**src/design/fcqd_pkg.sv**
```systemverilog
// Shared types and constants for the frame check and query de-duplication block.
`default_nettype none

package fcqd_pkg;

    localparam logic [7:0] HEAD_MARK      = 8'h68;
    localparam logic [7:0] TAIL_MARK      = 8'h16;
    localparam logic [7:0] DIR_BIT        = 8'h80;
    localparam logic [7:0] ASK_FUNC       = 8'h01;
    localparam int         FRAME_OVERHEAD = 6;
    localparam int         MIN_ASK_LEN    = 5;

    localparam logic [3:0] ST_TOO_SHORT    = 4'd0;
    localparam logic [3:0] ST_BAD_HEAD     = 4'd1;
    localparam logic [3:0] ST_BAD_LENGTH   = 4'd2;
    localparam logic [3:0] ST_BAD_TAIL     = 4'd3;
    localparam logic [3:0] ST_BAD_CHECKSUM = 4'd4;
    localparam logic [3:0] ST_REPLY_DIR    = 4'd5;
    localparam logic [3:0] ST_UNKNOWN_FUNC = 4'd6;
    localparam logic [3:0] ST_DUP_OR_SHORT = 4'd7;
    localparam logic [3:0] ST_NEW_ASK      = 4'd8;

    typedef struct packed {
        logic [7:0] data_byte;
        logic       frame_end;
    } in_beat_t;

    typedef struct packed {
        logic [3:0]  status;
        logic [7:0]  func_code;
        logic [31:0] time_tag;
    } out_beat_t;

    // Verdict from the parser; ask_full marks a well-formed ask-IP request
    // whose tag still has to be checked against the stored one.
    typedef struct packed {
        logic [3:0]  status;
        logic [7:0]  func_code;
        logic [31:0] time_tag;
        logic        ask_full;
    } fcqd_verdict_t;

endpackage

`default_nettype wire

```
**src/design/frame_check_and_query_dedup.sv**
```systemverilog
// Top level: input register, frame parser, tag de-duplication and result register.
// A beat waits in the input register; its result is held in the result register.
// One byte beat per cycle, unless a final beat meets a stalled result register.
// Only a beat flagged frame_end produces a result beat; other beats produce none.
// Reset (aresetn low, synchronous) empties both registers, clears the frame state
// and sets the stored time tag to zero.
`default_nettype none

module frame_check_and_query_dedup #(
    parameter int MAX_FRAME_LEN = 1024
) (
    input  wire                  aclk,
    input  wire                  aresetn,
    input  wire                  s_valid,
    output logic                 s_ready,
    input  fcqd_pkg::in_beat_t   s_data,
    output logic                 m_valid,
    input  wire                  m_ready,
    output fcqd_pkg::out_beat_t  m_data
);
    import fcqd_pkg::*;

    // Input register.
    logic          in_valid_reg;
    in_beat_t      in_beat_reg;

    // Result register.
    logic          m_valid_reg;
    out_beat_t     m_data_reg, m_data_next;

    // Last tag seen in a new ask-IP request.
    logic [31:0]   stored_tag_reg, stored_tag_next;

    fcqd_verdict_t verdict;
    logic          advance;
    logic          emit;

    // A non-final beat never touches the result side, so it may always advance;
    // a final beat waits for the result register to be free or draining.
    assign advance = in_valid_reg && (!in_beat_reg.frame_end || !m_valid_reg || m_ready);
    assign emit    = advance && in_beat_reg.frame_end;
    assign s_ready = !in_valid_reg || advance;

    fcqd_parser #(
        .MAX_FRAME_LEN (MAX_FRAME_LEN)
    ) u_parser (
        .aclk    (aclk),
        .aresetn (aresetn),
        .step    (advance),
        .beat    (in_beat_reg),
        .verdict (verdict)
    );

    // Resolve duplicate against new for a complete ask-IP request.
    always_comb begin
        m_data_next.status    = verdict.status;
        m_data_next.func_code = verdict.func_code;
        m_data_next.time_tag  = verdict.time_tag;
        stored_tag_next       = stored_tag_reg;
        if (verdict.ask_full) begin
            if (verdict.time_tag == stored_tag_reg) begin
                m_data_next.status = ST_DUP_OR_SHORT;
            end else begin
                m_data_next.status = ST_NEW_ASK;
                stored_tag_next    = verdict.time_tag;
            end
        end
    end

    always_ff @(posedge aclk) begin
        if (!aresetn) begin
            in_valid_reg <= 1'b0;
        end else if (s_valid && s_ready) begin
            in_valid_reg <= 1'b1;
        end else if (advance) begin
            in_valid_reg <= 1'b0;
        end
    end

    // Load a new beat whenever the register is free or moving on.
    always_ff @(posedge aclk) begin
        if (s_valid && s_ready) begin
            in_beat_reg <= s_data;
        end
    end

    always_ff @(posedge aclk) begin
        if (!aresetn) begin
            m_valid_reg    <= 1'b0;
            stored_tag_reg <= '0;
        end else if (emit) begin
            m_valid_reg    <= 1'b1;
            stored_tag_reg <= stored_tag_next;
        end else if (m_ready) begin
            m_valid_reg    <= 1'b0;
        end
    end

    // Hold the result until taken; the free-or-draining rule in advance guards it.
    always_ff @(posedge aclk) begin
        if (emit) begin
            m_data_reg <= m_data_next;
        end
    end

    assign m_valid = m_valid_reg;
    assign m_data  = m_data_reg;

    // A new ask must leave its tag stored.
    assert property (@(posedge aclk) disable iff (!aresetn)
        (emit && m_data_next.status == ST_NEW_ASK) |=> stored_tag_reg == m_data_reg.time_tag)
        else $error("stored tag does not follow a new ask");

    // The tag is only reported for a checked ask-IP request.
    assert property (@(posedge aclk) disable iff (!aresetn)
        (m_valid_reg && m_data_reg.status != ST_DUP_OR_SHORT
            && m_data_reg.status != ST_NEW_ASK) |-> m_data_reg.time_tag == 32'd0)
        else $error("time tag reported outside an ask result");

    // A pending final beat must not overwrite an untaken result.
    assert property (@(posedge aclk) disable iff (!aresetn)
        (m_valid_reg && !m_ready && in_valid_reg && in_beat_reg.frame_end) |-> !advance)
        else $error("result register overwritten while stalled");

    // The stored tag only changes on the beat that reports a new ask.
    assert property (@(posedge aclk) disable iff (!aresetn)
        (!$stable(stored_tag_reg) && $past(aresetn)) |-> (m_valid_reg
            && m_data_reg.status == ST_NEW_ASK))
        else $error("stored tag changed without a new ask");

endmodule

`default_nettype wire

```
**src/design/fcqd_parser.sv**
```systemverilog
// Per-frame byte parser: header capture, running checksum and verdict logic.
`default_nettype none

module fcqd_parser #(
    parameter int MAX_FRAME_LEN = 1024
) (
    input  wire                    aclk,
    input  wire                    aresetn,
    input  wire                    step,
    input  fcqd_pkg::in_beat_t     beat,
    output fcqd_pkg::fcqd_verdict_t verdict
);
    import fcqd_pkg::*;

    localparam int CNT_W = $clog2(MAX_FRAME_LEN + 2);
    localparam int LEN_W = (CNT_W + 1 > 16) ? CNT_W + 1 : 16;

    logic [CNT_W-1:0] byte_count_reg, byte_count_next;
    logic [7:0]       head_first_reg, head_first_next;
    logic [7:0]       head_second_reg, head_second_next;
    logic [15:0]      declared_len_reg, declared_len_next;
    logic [7:0]       running_sum_reg, running_sum_next;
    logic [7:0]       prev_byte_reg, prev_byte_next;
    logic [7:0]       prev_prev_byte_reg, prev_prev_byte_next;
    logic [7:0]       cur_func_reg, cur_func_next;
    logic [31:0]      cur_tag_reg, cur_tag_next;

    logic [31:0]      idx;
    logic [CNT_W:0]   total;
    logic             overflow;
    logic             len_ok;
    logic [7:0]       b;

    assign b        = beat.data_byte;
    assign idx      = 32'(byte_count_reg);
    assign total    = {1'b0, byte_count_reg} + (CNT_W+1)'(1);
    assign overflow = idx >= 32'(MAX_FRAME_LEN);
    assign len_ok   = (LEN_W'(total) - LEN_W'(FRAME_OVERHEAD)) == LEN_W'(declared_len_next);

    // Field capture and checksum for this byte.
    always_comb begin
        head_first_next   = head_first_reg;
        head_second_next  = head_second_reg;
        declared_len_next = declared_len_reg;
        cur_func_next     = cur_func_reg;
        cur_tag_next      = cur_tag_reg;
        running_sum_next  = running_sum_reg;
        // byte two back is now known to be data, not the checksum
        if (idx >= 32'd6) begin
            running_sum_next = running_sum_reg + prev_prev_byte_reg;
        end
        if (idx == 32'd0) begin
            head_first_next = b;
        end else if (idx == 32'd1) begin
            declared_len_next = {b, declared_len_reg[7:0]};
        end else if (idx == 32'd2) begin
            declared_len_next = {declared_len_reg[15:8], b};
        end else if (idx == 32'd3) begin
            head_second_next = b;
        end else if (idx == 32'd4) begin
            cur_func_next = b;
        end else if (idx <= 32'd8) begin
            cur_tag_next = {cur_tag_reg[23:0], b};
        end
        prev_prev_byte_next = prev_byte_reg;
        prev_byte_next      = b;
        if (idx <= 32'(MAX_FRAME_LEN)) begin
            byte_count_next = byte_count_reg + CNT_W'(1);
        end else begin
            byte_count_next = byte_count_reg;
        end
    end

    // Verdict, tested in priority order.
    always_comb begin
        verdict           = '0;
        verdict.func_code = cur_func_next;
        if (32'(total) < 32'(FRAME_OVERHEAD)) begin
            verdict.status = ST_TOO_SHORT;
        end else if (head_first_next != HEAD_MARK || head_second_next != HEAD_MARK) begin
            verdict.status = ST_BAD_HEAD;
        end else if (overflow || !len_ok) begin
            verdict.status = ST_BAD_LENGTH;
        end else if (b != TAIL_MARK) begin
            verdict.status = ST_BAD_TAIL;
        end else if (running_sum_next != prev_byte_reg) begin
            verdict.status = ST_BAD_CHECKSUM;
        end else if ((cur_func_next & DIR_BIT) != 8'h00) begin
            verdict.status = ST_REPLY_DIR;
        end else if (cur_func_next != ASK_FUNC) begin
            verdict.status = ST_UNKNOWN_FUNC;
        end else if (declared_len_next < 16'(MIN_ASK_LEN)) begin
            verdict.status = ST_DUP_OR_SHORT;
        end else begin
            verdict.status   = ST_DUP_OR_SHORT;
            verdict.time_tag = cur_tag_next;
            verdict.ask_full = 1'b1;
        end
    end

    // Advance on every byte; clear everything after the end byte.
    always_ff @(posedge aclk) begin
        if (!aresetn || (step && beat.frame_end)) begin
            byte_count_reg     <= '0;
            head_first_reg     <= '0;
            head_second_reg    <= '0;
            declared_len_reg   <= '0;
            running_sum_reg    <= '0;
            prev_byte_reg      <= '0;
            prev_prev_byte_reg <= '0;
            cur_func_reg       <= '0;
            cur_tag_reg        <= '0;
        end else if (step) begin
            byte_count_reg     <= byte_count_next;
            head_first_reg     <= head_first_next;
            head_second_reg    <= head_second_next;
            declared_len_reg   <= declared_len_next;
            running_sum_reg    <= running_sum_next;
            prev_byte_reg      <= prev_byte_next;
            prev_prev_byte_reg <= prev_prev_byte_next;
            cur_func_reg       <= cur_func_next;
            cur_tag_reg        <= cur_tag_next;
        end
    end

endmodule

`default_nettype wire

```
**config.mk**
```make
export PLATFORM = sky130hd
export DESIGN_NAME = frame_check_and_query_dedup
export DESIGN_NICKNAME = d
export VERILOG_FILES = /design/src/design/fcqd_pkg.sv /design/src/design/frame_check_and_query_dedup.sv /design/src/design/fcqd_parser.sv
export SDC_FILE = /design/constraint.sdc
export NUM_CORES = 1
export LEC_CHECK = 0
export BUFFER_PORTS_ARGS = -buffer_cell sky130_fd_sc_hd__buf_4
export CORE_AREA = 10 10 151 153
export CTS_BUF_LIST = sky130_fd_sc_hd__clkbuf_8
export DETAILED_ROUTE_END_ITERATION = 7
export DIE_AREA = 0 0 161 163
export PLACE_DENSITY = 0.78
export SLEW_MARGIN = 20
export SYNTH_ARGS = -nofsm -noshare
export SYNTH_HDL_FRONTEND = slang
export SYNTH_SLANG_ARGS = --single-unit
```
**constraint.sdc**
```tcl
create_clock -name aclk -period 5.1 [get_ports aclk]
set_input_delay 0.765 -clock aclk [delete_from_list [all_inputs] [get_ports aclk]]
set_output_delay 0.765 -clock aclk [all_outputs]
set_load 0.03 [all_outputs]
```
; ---- Word-level counts from Yosys, hierarchy flattened
; Cells that the tools add are included.
[op_classes]
n_addsub = 4
multipliers = 0
div = 0
magnitude_cmp = 6
n_eq_ne = 11
shift = 0
muxes = 41
bitwise = 1
n_reduce_logical = 19
[op_table]
columns = operator, count
row1 = 2-to-1 mux 33 bit, 8
row2 = 2-to-1 mux 32 bit, 6
row3 = 2-to-1 mux 8 bit, 12
row4 = equality test 32 bit, 1
row5 = logical NOT 32 bit, 1
row6 = 2-to-1 mux 16 bit, 2
row7 = 2-to-1 mux 4 bit, 8
row8 = equality test 11 x 2 -> 1 bit (second input constant), 2
row9 = equality test 16 bit, 1
row10 = < comparator 16 x 3 -> 1 bit (second input constant), 1
row11 = inequality test 8 x 7 -> 1 bit (second input constant), 2
row12 = subtractor 12 x 3 -> 13 bit (second input constant), 1
row13 = adder 11 x 1 -> 12 bit (second input constant), 1
row14 = < comparator 12 x 3 -> 1 bit (second input constant), 1
row15 = adder 11 x 1 -> 11 bit (second input constant), 1
row16 = equality test 11 x 1 -> 1 bit (second input constant), 1
row17 = equality test 11 x 3 -> 1 bit (second input constant), 1
row18 = greater-or-equal comparator 11 bit (second input constant), 1
row19 = greater-or-equal comparator 11 x 3 -> 1 bit (second input constant), 1
row20 = <= comparator 11 bit (second input constant), 1
row21 = <= comparator 11 x 4 -> 1 bit (second input constant), 1
row22 = adder 8 bit, 1
row23 = inequality test 8 x 1 -> 1 bit (second input constant), 1
row24 = inequality test 8 x 5 -> 1 bit (second input constant), 1
row25 = other kinds (9), 25
[word_totals]
register_bits = 194
latch_bits = 0
mem_bits_rw = 0
mem_bits_ro = 0
mem_count = 0

; ---- Logic depth before layout (Yosys ltp)
[logic_depth]
word_depth = 18
mapped_depth = 20

; ---- Cells and area by module
; Synthesis repeated with hierarchy kept, for this count alone.
[hier_totals]
cells_unflattened = 1092
area_unflattened_um2 = 10194.8
[by_module_without_submodules]
columns = mod, n_inst, cells_per_inst, area_per_inst_um2
row1 = fcqd_parser, 1, 839, 6822.8
row2 = frame_check_and_query_dedup, 1, 253, 3372.0

; ---- Worst setup path before layout
; OpenSTA, ideal clock, no wires.
[synth_timing]
path_kind = reg2reg
startpoint = register u_parser.byte_count_reg[0]
endpoint = register stored_tag_reg[30]
setup_ns = 0.087
t_arrival_ns = 5.006
required_time_ns = 5.013
slack_ns = 0.007
path_stages_with_launch = 18
path_cell_list = dfxtp_1 clkbuf_1 inv_1 ha_1 buf_1 or4b_2 nor4_2 buf_4 mux2i_1 xnor2_1 or4_1 or4b_1 or2_1 or4_1 clkbuf_1 a211o_4 buf_6 a221oi_2
[synth_lines]
columns = item, line
row1 = start: declaration, fcqd_parser.sv:18  ; logic [CNT_W-1:0] byte_count_reg, byte_count_next;
row2 = start signal: assignment, fcqd_parser.sv:114  ; byte_count_reg <= byte_count_next;
row3 = adder 11 x 1 -> 12 bit *, fcqd_parser.sv:36  ; assign total = {1'b0, byte_count_reg} + (CNT_W+1)'(1);
row4 = net u_parser.total[0], fcqd_parser.sv:29  ; logic [CNT_W:0] total;
row5 = subtractor 12 x 3 -> 13 bit, fcqd_parser.sv:38  ; assign len_ok = (LEN_W'(total) - LEN_W'(FRAME_OVERHEAD)) == LEN_W'(declared_len_next);
row6 = equality test 16 bit, fcqd_parser.sv:38
row7 = logical NOT 1 bit, fcqd_parser.sv:82  ; end else if (overflow || !len_ok) begin
row8 = logical OR 1 bit, fcqd_parser.sv:82
row9 = 2-to-1 mux 33 bit, fcqd_parser.sv:82
row10 = 2-to-1 mux 33 bit, fcqd_parser.sv:80  ; end else if (head_first_next != HEAD_MARK || head_second_next != HEAD_MARK) begin
row11 = 2-to-1 mux 33 bit *, fcqd_parser.sv:78  ; if (32'(total) < 32'(FRAME_OVERHEAD)) begin
row12 = equality test 32 bit, frame_check_and_query_dedup.sv:61  ; if (verdict.time_tag == stored_tag_reg) begin
row13 = inverter 1 bit (no line), -
row14 = AND reduction 3 bit (no line), -
row15 = end signal: assignment, frame_check_and_query_dedup.sv:93  ; stored_tag_reg <= stored_tag_next;
row16 = end: declaration, frame_check_and_query_dedup.sv:32  ; logic [31:0] stored_tag_reg, stored_tag_next;
; Mark *: on every way through the listed nets, which the timed path passes. The rest lies on a longest branch.
; A chain may end at the register's enable or synchronous reset.

; ---- Worst setup path after layout
[layout_timing]
startpoint = register u_parser.running_sum_reg[0]
endpoint = register stored_tag_reg[27]
[layout_via]
elab_chain_len = 11
[layout_rtl]
columns = item, line
row1 = start: declaration, fcqd_parser.sv:22  ; logic [7:0] running_sum_reg, running_sum_next;
row2 = start signal: assignment, fcqd_parser.sv:118  ; running_sum_reg <= running_sum_next;
row3 = adder 8 bit, fcqd_parser.sv:50  ; running_sum_next = running_sum_reg + prev_prev_byte_reg;
row4 = 2-to-1 mux 8 bit *, fcqd_parser.sv:49  ; if (idx >= 32'd6) begin
row5 = inequality test 8 bit *, fcqd_parser.sv:86  ; end else if (running_sum_next != prev_byte_reg) begin
row6 = 2-to-1 mux 33 bit *, fcqd_parser.sv:86
row7 = 2-to-1 mux 33 bit *, fcqd_parser.sv:84  ; end else if (b != TAIL_MARK) begin
row8 = 2-to-1 mux 33 bit *, fcqd_parser.sv:82
row9 = 2-to-1 mux 33 bit *, fcqd_parser.sv:80
row10 = 2-to-1 mux 33 bit *, fcqd_parser.sv:78
row11 = equality test 32 bit, frame_check_and_query_dedup.sv:61
row12 = inverter 1 bit (no line), -
row13 = AND reduction 3 bit (no line), -
; Mark *: on every way between the ends. The rest lies on a longest branch, timed or not.

==> results.json <==
{
  "crit_required_ps": 5450,
  "ys_ff_latch": 194,
  "maxSlewViolCount": 0,
  "rows": 52,
  "synth-main-ff-cell": "dfxtp_1",
  "drive_above_1_share": 0.197,
  "syn-cell-area_um2": 11200,
  "syn2layout_area_growth_pct": 10.4,
  "dr.pass1.iters": 7,
  "grt_max_degree": 92,
  "final_common_cell": "nor2_1",
  "irDropWorstVdd_v": 0.000154,
  "clock-sinks": 194,
  "nets": 1297,
  "rsz0062_at_grt": "true",
  "grt_first_pass_wirelength_um": 46800,
  "max_freq_mhz": 201,
  "power_uw": 2990,
  "hold_class": "primary input to flip-flop",
  "die_area_um2": 26200,
  "seq_area_frac_synth": 0.393,
  "die_x_um": 161,
  "nFillCells": 1720,
  "tightest_slew_ps": 1040,
  "drtIter0Drc": 899,
  "fin_skew_ps": 13.7,
  "grt_overflow_total": 0,
  "setup_viol": 0,
  "cts.clk_slew.worst_paths_ps": 110,
  "start_util": 0.564,
  "dpl-instance-area_um2": 12000,
  "grt_usage": 0.216,
  "clock_latency_ps": 480,
  "crit_path_max_fanout": 14,
  "cts_buffers": 17,
  "antenna_found_initial": 1,
  "hpwl_um": 20400,
  "die_h_um": 163,
  "vias": 9666,
  "cp-start-kind": "flip-flop",
  "cp.arrival_ps": 5320,
  "antenna_left": 0,
  "p_leak_uw": 0.00458,
  "wl_per_cell_um": 18.9,
  "io_pins": 59,
  "syn_inst": 1239,
  "largest_reg_flops": 44,
  "fin_crit_ps": 4970,
  "hold_violations": 0,
  "ys_warn_count": 0,
  "max-cap-violations": 0,
  "stdcell_area_um2": 12400,
  "synth_edf_count": 53,
  "core_area_um2": 19900,
  "criticalPathCategory": "flip-flop to flip-flop",
  "cts_max_level": 4,
  "cts_tree": "built",
  "final_cell_mix": "150 x nor2_1, 141 x dfxtp_1, 121 x nand2_1",
  "drc": 0,
  "syn_nets": 1265,
  "place.gp.congestion": 0.904,
  "slew_headroom": 0.307,
  "power_density_nw_per_um2": 241,
  "async_flop_share": 0,
  "postSynthAreaPerCell_um2": 9.07,
  "via_per_inst": 6.22,
  "cts_root_buf": "clkbuf_8",
  "endpoint_kind": "flip-flop",
  "rrSetupSlack_ps": 130,
  "synthDistinctLibCells": 84,
  "diodes": 0,
  "status": "finished, final reports clean",
  "cts.path.max_buffers": 2,
  "fin_setup_tns_ps": 0,
  "period_share": 0.974,
  "routed_wl_um": 29300,
  "port_buffers": 58,
  "grt_pass1_vias": 9133,
  "hold_buffers": 0
}
## synth_stat cells, drive strengths merged, types with 4 or more instances
| cell | instances | area share |
|---|---|---|
| and2 | 9 | 0.0050 |
| nor4 | 29 | 0.021 |
| nand2b | 4 | 0.0022 |
| a211oi | 82 | 0.068 |
| nand3 | 22 | 0.0098 |
| a31oi | 8 | 0.0045 |
| mux2i | 60 | 0.053 |
| dfxtp | 141 | 0.25 |
| a221oi | 4 | 0.0053 |
| nand4 | 14 | 0.0078 |
| xor2 | 23 | 0.018 |
| a31o | 10 | 0.0078 |
| a2111oi | 30 | 0.026 |
| nor3b | 6 | 0.0040 |
| or2 | 8 | 0.0045 |
| inv | 50 | 0.017 |
| nor2b | 4 | 0.0022 |
| buf | 24 | 0.015 |
| mux2 | 40 | 0.040 |
| and3 | 10 | 0.0056 |
| o32ai | 4 | 0.0051 |
| a21oi | 59 | 0.026 |
| o21ai | 21 | 0.0094 |
| clkbuf | 69 | 0.023 |
| or3 | 6 | 0.0033 |
| a32oi | 13 | 0.010 |
| edfxtp | 53 | 0.14 |
| nand4b | 4 | 0.0031 |
| nand2 | 123 | 0.041 |
| ha | 12 | 0.013 |
| a22oi | 4 | 0.0027 |
| a211o | 4 | 0.0039 |
| o21a | 5 | 0.0033 |
| or4 | 9 | 0.0063 |
| o22ai | 5 | 0.0033 |
| nor3 | 37 | 0.016 |
| nor2 | 150 | 0.050 |
| xnor2 | 42 | 0.033 |
## routing by layer
layer	vias up	GRT usage	routed length [um]	share of wire
met3	87	0.0521	2170	0.074
met2	395	0.341	13400	0.46
met1	4588	0.279	12900	0.44
li1	4596	-	-	-
met4	0	0.0914	912	0.031
met5	-	0	0	0
## final cells by class
cell class	instances	area (um^2)	share of cell area
multi-input combinational	902	6270	0.505
sequential	194	4410	0.356
timing repair buffer	106	833	0.0672
tap	270	338	0.0272
clock buffer	18	248	0.0200
inverter	50	188	0.0151
clock inverter	14	119	0.00958
## stage by stage
step,hold WS (ps),std cells,util,setup slack (ps)
6_report,453,1554,0.623,133
3_3_place_gp,449,1519,0.602,36.7
3_5_place_dp,455,1519,0.602,-30.3
4_1_cts,441,1554,0.622,44.3
2_1_floorplan,439,1239,-,6.87
5_1_grt,433,1554,0.623,-71.6
## logic make-up (layout without fill, tap and decap cells)
kind of cell | count (synthesis) | in the layout | synth area share
XOR/XNOR | 66 | 66 | 0.0527
multiplexers | 100 | 100 | 0.0939
flip-flops | 194 | 194 | 0.393
AO/OA/AOI/OAI | 271 | 271 | 0.193
buffers and inverters | 143 | 188 | 0.0545
AND/OR/NAND/NOR | 452 | 452 | 0.197
adder cells (fa/ha/maj) | 13 | 13 | 0.0151
## power by group
part / total, uW / switching, uW / internal [uW]
Clock: 967 / 600 / 367
Combinational: 385 / 239 / 146
Sequential: 1640 / 31.7 / 1610
Total: 2990 / 871 / 2120
## critical path, stage by stage (launching register included)
cell	delay [ps]
dfxtp_1	350
ha_1	250
fa_1	450
nand3_1	170
a211oi_1	100
a211oi_1	590
nand2b_1	190
o22ai_1	110
nor3_1	440
o211a_2	460
buf_4	210
a211oi_1	90
o32ai_2	360
nor4_4	80
buf_4	160
buf_4	190
a2111oi_0	560
a211oi_2	80
## path summary, 6_finish.rpt
| kind | from | endpoint | depth (start not counted) |
|---|---|---|---|
| max | u_parser.running_sum_reg[0] | stored_tag_reg[27] | 17 |
| max reg2reg | u_parser.running_sum_reg[0] | stored_tag_reg[27] | 17 |
| min reg2reg | u_parser.prev_prev_byte_reg[4] | u_parser.prev_prev_byte_reg[4] | 2 |
| min | s_data[6] | in_beat_reg[6] | 1 |
## repair_timing
action / 4_1_cts / 5_1_grt
pin swaps: 1 / 0
cloned: 0 / 0
buffers inserted: 3 / 0
setup endpoints to repair: 32 / 34
gates resized for setup: 0 / 12
No activity file was read; power rests on OpenSTA's default activity.
